### src/rtl/rrsd_pkg.sv
package rrsd_pkg;

  // item kinds
  localparam logic [1:0] KIND_LOAD   = 2'd0;
  localparam logic [1:0] KIND_TICK   = 2'd1;
  localparam logic [1:0] KIND_FINISH = 2'd2;
  localparam logic [1:0] KIND_SLICE  = 2'd3;

  // configuration register indexes
  localparam logic REG_QUANTUM   = 1'b0;
  localparam logic REG_JOB_COUNT = 1'b1;

  localparam int TIME_W  = 32;
  localparam int SLICE_W = 16;
  localparam int JOBS_W  = 6;
  localparam int SLOT_W  = 5;

  localparam logic [SLICE_W-1:0] SLICE_RESET = 16'd500;
  localparam logic [JOBS_W-1:0]  JOBS_RESET  = 6'd1;
  localparam logic [TIME_W-1:0]  TIME_MAX    = 32'hFFFF_FFFF;
  localparam logic [JOBS_W-1:0]  COUNT_MAX   = 6'd63;

  // one table slot as stored in the slot memory
  typedef struct packed {
    logic [TIME_W-1:0] ready_at;
    logic [TIME_W-1:0] remaining;
  } slot_entry_t;

endpackage

### src/rtl/rrsd_ram.sv
module rrsd_ram #(
  parameter int WIDTH = 64,
  parameter int DEPTH = 32
) (
  input  logic                     clk,
  input  logic                     we,
  input  logic [$clog2(DEPTH)-1:0] waddr,
  input  logic [WIDTH-1:0]         wdata,
  input  logic [$clog2(DEPTH)-1:0] raddr,
  output logic [WIDTH-1:0]         rdata
);

  logic [WIDTH-1:0] mem [DEPTH];

  always_ff @(posedge clk) begin
    if (we) begin
      mem[waddr] <= wdata;
    end
    rdata <= mem[raddr];
  end

endmodule

### src/rtl/round_robin_slot_dispatcher.sv
// channel  direction  handshake                fields
// in       input      in_valid / in_ready      kind, slot_index, ready_at, run_length
// out      output     out_valid / out_ready    granted, granted_slot, grant_amount,
//                                              now_time, all_done
// cfg      input      cfg_write (no wait)      cfg_index, cfg_data
//
// load, finish and slice-end items produce their result in the cycle after acceptance.
// a tick scans one slot per cycle through the slot memory read port over the n slots in use
// (job_count capped at MAX_SLOTS) and stops at the first eligible slot, which it grants;
// a tick while dispatch is disabled or no slots are in use posts its result without a scan.
// in_ready is low during a scan and a grant and while a result waits with out_ready low.
// rst is synchronous; slot memory contents are not cleared and must be loaded.
module round_robin_slot_dispatcher #(
  parameter int MAX_SLOTS = 32
) (
  input  logic                         clk,
  input  logic                         rst,
  input  logic                         in_valid,
  output logic                         in_ready,
  input  logic [1:0]                   kind,
  input  logic [rrsd_pkg::SLOT_W-1:0]  slot_index,
  input  logic [rrsd_pkg::TIME_W-1:0]  ready_at,
  input  logic [rrsd_pkg::TIME_W-1:0]  run_length,
  output logic                         out_valid,
  input  logic                         out_ready,
  output logic                         granted,
  output logic [rrsd_pkg::SLOT_W-1:0]  granted_slot,
  output logic [rrsd_pkg::SLICE_W-1:0] grant_amount,
  output logic [rrsd_pkg::TIME_W-1:0]  now_time,
  output logic                         all_done,
  input  logic                         cfg_write,
  input  logic                         cfg_index,
  input  logic [rrsd_pkg::SLICE_W-1:0] cfg_data
);

  import rrsd_pkg::*;

  localparam int IDX_W = $clog2(MAX_SLOTS);
  localparam int CNT_W = $clog2(MAX_SLOTS + 1);
  localparam int CMP_W = (CNT_W > JOBS_W) ? CNT_W : JOBS_W;

  typedef enum logic [1:0] {ST_IDLE, ST_SCAN, ST_GRANT} state_t;

  state_t              state;
  logic [SLICE_W-1:0]  quantum;
  logic [JOBS_W-1:0]   job_count;
  logic [IDX_W-1:0]    scan_pointer;
  logic [TIME_W-1:0]   current_time;
  logic                dispatch_enabled;
  logic [JOBS_W-1:0]   finished_count;
  logic [IDX_W-1:0]    scan_slot;
  logic [CNT_W-1:0]    scan_cnt;
  slot_entry_t         hit_entry;

  logic                in_accept;
  logic [CNT_W-1:0]    n_use;
  logic [IDX_W-1:0]    start_slot;
  logic [CNT_W-1:0]    slot_inc;
  logic [IDX_W-1:0]    slot_wrap;
  logic                eligible;
  logic                load_ok;
  logic [SLICE_W-1:0]  gamt;
  logic [JOBS_W-1:0]   finished_count_next;
  logic [TIME_W-1:0]   current_time_next;

  logic                ram_we;
  logic [IDX_W-1:0]    ram_waddr;
  slot_entry_t         ram_wdata;
  logic [IDX_W-1:0]    ram_raddr;
  slot_entry_t         ram_rdata;

  assign in_accept = in_valid && in_ready;
  assign in_ready  = (state == ST_IDLE) && (!out_valid || out_ready);

  always_comb begin
    if (CMP_W'(job_count) > CMP_W'(MAX_SLOTS)) begin
      n_use = CNT_W'(MAX_SLOTS);
    end else begin
      n_use = CNT_W'(job_count);
    end
    start_slot = (CNT_W'(scan_pointer) >= n_use) ? '0 : scan_pointer;
    slot_inc   = CNT_W'(scan_slot) + CNT_W'(1);
    slot_wrap  = (slot_inc < n_use) ? IDX_W'(slot_inc) : '0;
    eligible   = (ram_rdata.remaining != '0) && (ram_rdata.ready_at <= current_time);
    load_ok    = (32'(slot_index) < 32'(MAX_SLOTS));
    if (hit_entry.remaining > TIME_W'(quantum)) begin
      gamt = quantum;
    end else begin
      gamt = hit_entry.remaining[SLICE_W-1:0];
    end
    finished_count_next = (finished_count != COUNT_MAX) ? finished_count + 1'b1
                                                        : finished_count;
    current_time_next   = (current_time != TIME_MAX) ? current_time + 1'b1
                                                     : current_time;
  end

  // memory ports: loads and grant write-back share the write port
  always_comb begin
    ram_raddr = (state == ST_IDLE) ? start_slot : slot_wrap;
    if (state == ST_GRANT) begin
      ram_we              = 1'b1;
      ram_waddr           = scan_slot;
      ram_wdata.ready_at  = hit_entry.ready_at;
      ram_wdata.remaining = hit_entry.remaining - TIME_W'(gamt);
    end else begin
      ram_we              = in_accept && (kind == KIND_LOAD) && load_ok;
      ram_waddr           = IDX_W'(slot_index);
      ram_wdata.ready_at  = ready_at;
      ram_wdata.remaining = run_length;
    end
  end

  rrsd_ram #(
    .WIDTH ($bits(slot_entry_t)),
    .DEPTH (MAX_SLOTS)
  ) u_slots (
    .clk   (clk),
    .we    (ram_we),
    .waddr (ram_waddr),
    .wdata (ram_wdata),
    .raddr (ram_raddr),
    .rdata (ram_rdata)
  );

  always_ff @(posedge clk) begin
    if (rst) begin
      state            <= ST_IDLE;
      quantum          <= SLICE_RESET;
      job_count        <= JOBS_RESET;
      scan_pointer     <= '0;
      current_time     <= '0;
      dispatch_enabled <= 1'b1;
      finished_count   <= '0;
      out_valid        <= 1'b0;
    end else begin
      if (cfg_write) begin
        unique case (cfg_index)
          REG_QUANTUM:   quantum   <= cfg_data;
          REG_JOB_COUNT: job_count <= cfg_data[JOBS_W-1:0];
          default: ;
        endcase
      end

      unique case (state)
        ST_IDLE: begin
          if (in_accept) begin
            granted      <= 1'b0;
            granted_slot <= '0;
            grant_amount <= '0;
            now_time     <= current_time;
            all_done     <= (kind == KIND_FINISH) ? (finished_count_next == job_count)
                                                  : (finished_count == job_count);
            unique case (kind)
              KIND_LOAD: begin
                out_valid <= 1'b1;
              end
              KIND_TICK: begin
                if (dispatch_enabled && (n_use != '0)) begin
                  scan_slot <= start_slot;
                  scan_cnt  <= '0;
                  out_valid <= 1'b0;
                  state     <= ST_SCAN;
                end else begin
                  current_time <= current_time_next;
                  out_valid    <= 1'b1;
                end
              end
              KIND_FINISH: begin
                finished_count   <= finished_count_next;
                dispatch_enabled <= 1'b1;
                out_valid        <= 1'b1;
              end
              default: begin
                dispatch_enabled <= 1'b1;
                out_valid        <= 1'b1;
              end
            endcase
          end else if (out_valid && out_ready) begin
            out_valid <= 1'b0;
          end
        end

        // ram_rdata holds the entry of scan_slot
        ST_SCAN: begin
          if (eligible) begin
            hit_entry <= ram_rdata;
            state     <= ST_GRANT;
          end else if (scan_cnt + 1'b1 == n_use) begin
            current_time <= current_time_next;
            out_valid    <= 1'b1;
            state        <= ST_IDLE;
          end else begin
            scan_cnt  <= scan_cnt + 1'b1;
            scan_slot <= slot_wrap;
          end
        end

        ST_GRANT: begin
          granted          <= 1'b1;
          granted_slot     <= SLOT_W'(scan_slot);
          grant_amount     <= gamt;
          scan_pointer     <= slot_wrap;
          dispatch_enabled <= 1'b0;
          current_time     <= current_time_next;
          out_valid        <= 1'b1;
          state            <= ST_IDLE;
        end

        default: state <= ST_IDLE;
      endcase
    end
  end

  a_scan_in_range: assert property (@(posedge clk) disable iff (rst)
    (state == ST_SCAN) |-> (scan_cnt < n_use))
    else $error("scan ran past the slots in use");

  a_grant_disables: assert property (@(posedge clk) disable iff (rst)
    (state == ST_GRANT) |=> (!dispatch_enabled && out_valid && granted))
    else $error("grant did not disable dispatch or post a result");

  a_no_grant_zero: assert property (@(posedge clk) disable iff (rst)
    (out_valid && !granted) |-> ((grant_amount == '0) && (granted_slot == '0)))
    else $error("non-grant result carries a slot or amount");

  a_grant_bounded: assert property (@(posedge clk) disable iff (rst)
    (out_valid && granted) |-> (grant_amount <= quantum))
    else $error("grant exceeds time slice");

  a_time_monotonic: assert property (@(posedge clk) disable iff (rst)
    !$past(rst) |-> (current_time >= $past(current_time)))
    else $error("current time went backward");

endmodule
### config.mk
export PLATFORM = sky130hd
export DESIGN_NAME = round_robin_slot_dispatcher
export DESIGN_NICKNAME = d
export VERILOG_FILES = /design/src/rtl/rrsd_pkg.sv /design/src/rtl/rrsd_ram.sv /design/src/rtl/round_robin_slot_dispatcher.sv
export SDC_FILE = /design/constraint.sdc
export NUM_CORES = 2
export LEC_CHECK = 0
export BUFFER_PORTS_ARGS = -buffer_cell sky130_fd_sc_hd__buf_2
export CORE_UTILIZATION = 35
export DETAILED_ROUTE_END_ITERATION = 10
export HOLD_SLACK_MARGIN = 0.05
export PLACE_DENSITY = 0.47
export SLEW_MARGIN = 40
export SYNTH_ARGS = -nofsm -noshare
export SYNTH_HDL_FRONTEND = slang
export SYNTH_SLANG_ARGS = --single-unit
### constraint.sdc
create_clock -name clk -period 12.7 [get_ports clk]
set_input_delay 3.81 -clock clk [delete_from_list [all_inputs] [get_ports clk]]
set_output_delay 3.81 -clock clk [all_outputs]
set_load 0.02 [all_outputs]
[Yosys cells after proc, flatten, opt, wreduce, memory -nomap -nowiden]
Memory sizes are Yosys's and may differ from the RTL's. A register that Yosys moved wholly into a read port is not among the register bits.
Cells that the tools add are included.
Word-level totals
  flip-flop bits (word level): 199
  latch bits: 0
  bits in writable memories: 2048
  bits in read-only memories: 0
  bits of input ports: 93
  word-level logic and storage cells: 129
  memories kept: 1
Cells by class
  $add $sub $neg: 5
  multiply operators: 0
  div/mod/pow operators: 0
  order comparisons: 5
  equal/unequal tests: 19
  shift-type cells: 0
  muxes and demuxes: 53
  bitwise operators: 2
  reductions and logical operators: 27
Memory list
  u_slots.mem: depth 32, bits a word 64, rd ports 1, clocked after Yosys merged registers in 1, wr ports 1, line rrsd_ram.sv:13  | logic [WIDTH-1:0] mem [DEPTH];
Operators by type and width (count)
  two-way mux 32 bit: 6
  one-hot mux 32 bit (3 select lines): 1
  two-way mux 64 bit: 1
  two-way mux 5 bit: 10
  two-way mux 6 bit: 7
  adder 32 x 1 -> 32 bit, second input constant: 1
  greater-than comparator 32 x 16 -> 1 bit: 1
  <= comparator 32 bit: 1
  two-way mux 16 bit: 2
  inequality test 32 bit, second input constant: 1
  one-hot mux 16 bit (2 select lines): 1
  nonzero test 32 bit: 1
  subtractor 32 x 16 -> 32 bit: 1
  one-hot mux 5 bit (2 select lines): 2
  == test 6 bit: 3
  AND reduction 3 bit: 5
  two-way mux 1 bit: 13
  adder 6 x 1 -> 6 bit, second input constant: 2
  inequality test 2 bit, second input constant: 6
  one-hot mux 6 bit (2 select lines): 1
  two-way mux 2 bit: 5
  AND reduction 4 bit: 2
  AND reduction 7 bit: 1
  adder 5 x 1 -> 6 bit, second input constant: 1
  23 further kinds: 36

[Depth between registers and ports, before layout]
  word-level depth: 8
  mapped depth: 23

[Cells and area by module]
Synthesis repeated with hierarchy kept, for this count alone.
Unflattened totals
  cell total of the unflattened synthesis: 4266
  area, all modules: 90591.9 µm²
By module, submodules not included
  rrsd_ram: instances 1, cells each 3096, area an instance 78964.5 µm², sequential area each 62780.2 µm²
  round_robin_slot_dispatcher: instances 1, cells each 1170, area an instance 11627.4 µm², sequential area each 5285.1 µm²

[Worst setup path before layout]
No wires, ideal clock.
  path kind: input -> register
  from: input port out_ready
  to: memory u_slots.mem[10][0], enable pin
  library setup time: 0.486 ns
  arrival: 8.191 ns
  required time: 12.214 ns
  path slack: 4.023 ns
  stages: 9
  path buffers: 1
  cells stage by stage: inv_1 a21oi_1 nand2_1 clkbuf_1 or3_1 or3_1 o21ai_0 nand2_1 nor2_1
On the way
  cells in the longest elaborated chain, start to end: 7
Ends and longest elaborated chain
  from (decl): line round_robin_slot_dispatcher.sv:25  | input logic out_ready,
  logical OR 1 bit: line round_robin_slot_dispatcher.sv:73  | assign in_ready = (state == ST_IDLE) && (!out_valid || out_ready);
  logical AND 1 bit: line round_robin_slot_dispatcher.sv:73
  via in_ready: line round_robin_slot_dispatcher.sv:19  | output logic in_ready,
  logical AND 1 bit: line round_robin_slot_dispatcher.sv:72  | assign in_accept = in_valid && in_ready;
  logical AND 1 bit: line round_robin_slot_dispatcher.sv:106  | ram_we = in_accept && (kind == KIND_LOAD) && load_ok;
  two-way mux 1 bit: line round_robin_slot_dispatcher.sv:100  | if (state == ST_GRANT) begin
  two-way mux 1 bit: line rrsd_ram.sv:16  | if (we) begin
  two-way mux 1 bit (implied by the code): line rrsd_ram.sv:17  | mem[waddr] <= wdata;
  to (decl): line rrsd_ram.sv:13
The timed path passes the listed nets, and every way through them passes these cells.

[Final worst setup path]
  from: input port out_ready
  to: output port in_ready
On the way
  cells in the longest elaborated chain, start to end: 2
Ends and longest elaborated chain (line)
  logical OR 1 bit: round_robin_slot_dispatcher.sv:73
  logical AND 1 bit: round_robin_slot_dispatcher.sv:73
  to (decl): round_robin_slot_dispatcher.sv:19
Every way passes these cells.

==> metrics.txt <==
Clock Latency Late Sink between 0.8 and 0.9 ns; Post-synth top cells edfxtp_1 (2,178), nand2_1 (1,098), a21oi_1 (488); num ports 150; count leader, synth edfxtp_1; cell count after synthesis between 6,000 and 7,000; Area Growth Syn to Fin 15.1%; main combinational cell family by area after synthesis simple AND/OR/NAND/NOR gates; Synth Area in Compound Gates about 8.5%; Crit-path slowest cell a21oi_1; synth warn 0; RSZ-0062 raised after global routing no; clock buffer depth 3; period utilization 64.6%; post-synth top area share ~71%; leading area contributor after synthesis edfxtp_1; number of nets with antenna violations after routing 0; outcome completed; num rows approximately 190; nets approximately 6,800; critical-path cell list buf_2 > inv_1 > a21oi_1 > buf_2; critical path depth in cells 4; synthesized-area fraction occupied by and/or/nand/nor cells a little under a tenth; vias in the first global route 54,807; FFs w/ async S/R, synth 0%; htree depth 4; worst setup path class in -> out; Hold Path Class reg -> reg; clock tree sinks around 2,300; die width 516 um; WHS approximately 0.43 ns; Critical path buffers and inverters 3; Slew Viols, Final 0; Worst Setup End Kind output port; Post-Synthesis Cell Area 92,400 um^2; post-cts gate resize count 0; CTS Hold Buffers Added 0; vias per cell approximately 5.5; drt first-iter violations ~5,800; GRT Util Overall 21.6%; pin count of the biggest net entering global routing around 130; Peak VDD IR ~0.14 mV; Startpoint Class input port; final setup violating endpoints 0; Die Ht around 520 um; Clock Skews between 0.04 and 0.05 ns; crit path time final roughly 8.2 ns; Slew @ Worst Pin 1.03 ns; die area about 270,000 um^2; Seq cells post-synth 2,311; Max Freq ~120 MHz; mux cell area share after synthesis 5.42%; Adder-Cell Fraction of Synth Area between 1 and 1.5%; total grt overflow 0; residual DRC count 0; post-route cell area around 110,000 um^2; total negative slack 0 ns; Synth Area in XOR/XNOR less than 1%; crit-path leading delay family buffers and inverters; Largest stage delay, worst path about 0.23 ns; clock-pin transition on the worst setup and hold timing paths 0.06 ns; PD cells about 180 nW/um^2; Data arrival, critical path 4.40 ns; share of post-route cells with drive strength above 1 roughly an eighth; GPL Wtd Cong a little over 0.8; Avg Cell Area, Syn 14.3 um^2; initial antenna violation count 33; Hold Path Stages 0; post-detail-place hpwl between 150,000 and 200,000 um; r2r worst-path depth 19; global-route wire length before repair 414,000 um; register area share after synthesis roughly 74%; MaxCap Viol Count 0; Synth cell types 73; prevailing post-synth register cell edfxtp_1; Post-synth EDFFs approximately 2,200; TritonCTS clock tree yes; clock root buffer master clkbuf_16; synthesized net count 6,611; I/O Buffers between 100 and 150; WP data required 8.89 ns; DRT Pass-1 Iters 6; largest cells by area after synthesis edfxtp_1 (71%), mux2i_1 (4.9%), nand2_1 (4.5%), dfxtp_1 (2.9%), a21oi_1 (2.6%); Initial Utilization 35.2%; Final Hold Fails 0; relative slew slack between 30% and 40%; drt total wl 293,000 um; TritonCTS Buffers about 240; Setup Fix Bufs, Post-CTS 0; Leak 37.0 nW; DP Area approximately 99,000 um^2; via count 56,941; critical path fanouts, max 3; drt wl/cell approximately 28 um; Core ar. 262,000 um^2; most frequent CP cell buf_2
flip-flops by register name, summed over array words and instances, names as in the netlist, 16 cells and up:
register       count
now_time          32
current_time      32
hit_entry         64
quantum           16
u_slots.rdata     64
grant_amount      16
u_slots.mem     2048
worst register-to-register path, cell delays in order (launching register included):
cell and delay (ns):
edfxtp_1 0.43, or4_4 0.59, or4_1 0.69, a211o_1 0.32
or3_1 0.37, nand2_1 0.35, buf_4 0.34, nor2_1 0.07
a21oi_1 0.17, ha_1 0.28, o21ai_0 0.12, a21oi_1 0.15
o31ai_1 0.38, a21oi_1 0.23, a21boi_0 0.24, nor4b_2 0.59
nor2_2 0.25, or4_1 0.62, a31oi_4 0.55, buf_4 0.35
worst paths after layout:
kind,start,endpoint,slack [ns]
worst max-delay path,out_ready,in_ready,4.49
worst min-delay path,u_slots.rdata[26],hit_entry[26],0.43
worst max register to register,hit_entry[24],u_slots.mem[22][24],5.40
worst min register to register,u_slots.rdata[26],hit_entry[26],0.43
stage by stage:
step	instances	worst slack (ns)	power [W]	utilization (%)
CTS	10325	4.48	0.0196	40.5
global route	10333	4.44	0.0202	40.5
floorplan	6440	4.02	0.0111	-
finish	10337	4.49	0.0195	40.5
detailed placement	9889	4.48	0.0129	37.6
global placement	9854	4.02	0.0128	37.3
logic make-up after synthesis:
family / count (synthesis)
AOI/OAI and AO/OA: 1182
xor gates and xnor gates: 43
adders and majority gates: 81
buffers and inverters: 468
DFF: 2311
muxes: 495
and+or+nand+nor: 1860
placed cells by master, fill, tap and decap left out, types with 17 or more instances in the layout:
cell,netlist,final
o21ai_0,58,56
nor2_1,156,121
nand3_1,299,298
mux2i_1,455,455
nor4b_1,63,48
ha_1,77,76
dfxtp_1,133,133
or4_1,20,20
and3_1,68,68
buf_4,0,119
mux2_2,40,33
clkinv_2,0,37
clkbuf_1,329,70
nor3_1,24,24
edfxtp_1,2178,2178
o21bai_1,64,62
clkbuf_16,0,242
a311oi_1,62,62
nor4_1,17,17
a221oi_1,251,248
buf_2,2,156
nor2_4,0,34
or3_1,28,28
clkinv_1,0,38
nand2_1,1098,1094
a21oi_1,488,478
o31ai_1,22,20
xnor2_1,27,27
o22ai_1,125,118
inv_1,75,75
nand2b_1,23,23
area by class of cell:
type / count / area [um^2]
diodes: 5 / 12.5
clock buffers: 328 / 6540
clock inverters: 108 / 882
fillers: 24010 / 156000
inverters: 75 / 282
multi-input cells: 3661 / 23500
flip-flops and latches: 2311 / 68100
well taps: 3515 / 4400
repair buffers: 334 / 2710
metal layers:
layer  vias to the layer above  wire, um  GRT usage (%)
li1                      25110         -              -
met1                     29577    136000           31.9
met5                         -        50              0
met3                       298     19600           3.11
met4                         8      4550           4.40
met2                      1948    133000           33.8
power breakdown:
group	leakage, nW	internal (W)	switching (W)	total (W)
Clock	3.61	0.00377	0.00296	0.00673
Sequential	20.7	0.00873	0.000260	0.00899
Combinational	12.6	0.00113	0.00269	0.00382
No activity file was read; power rests on OpenSTA's default activity.
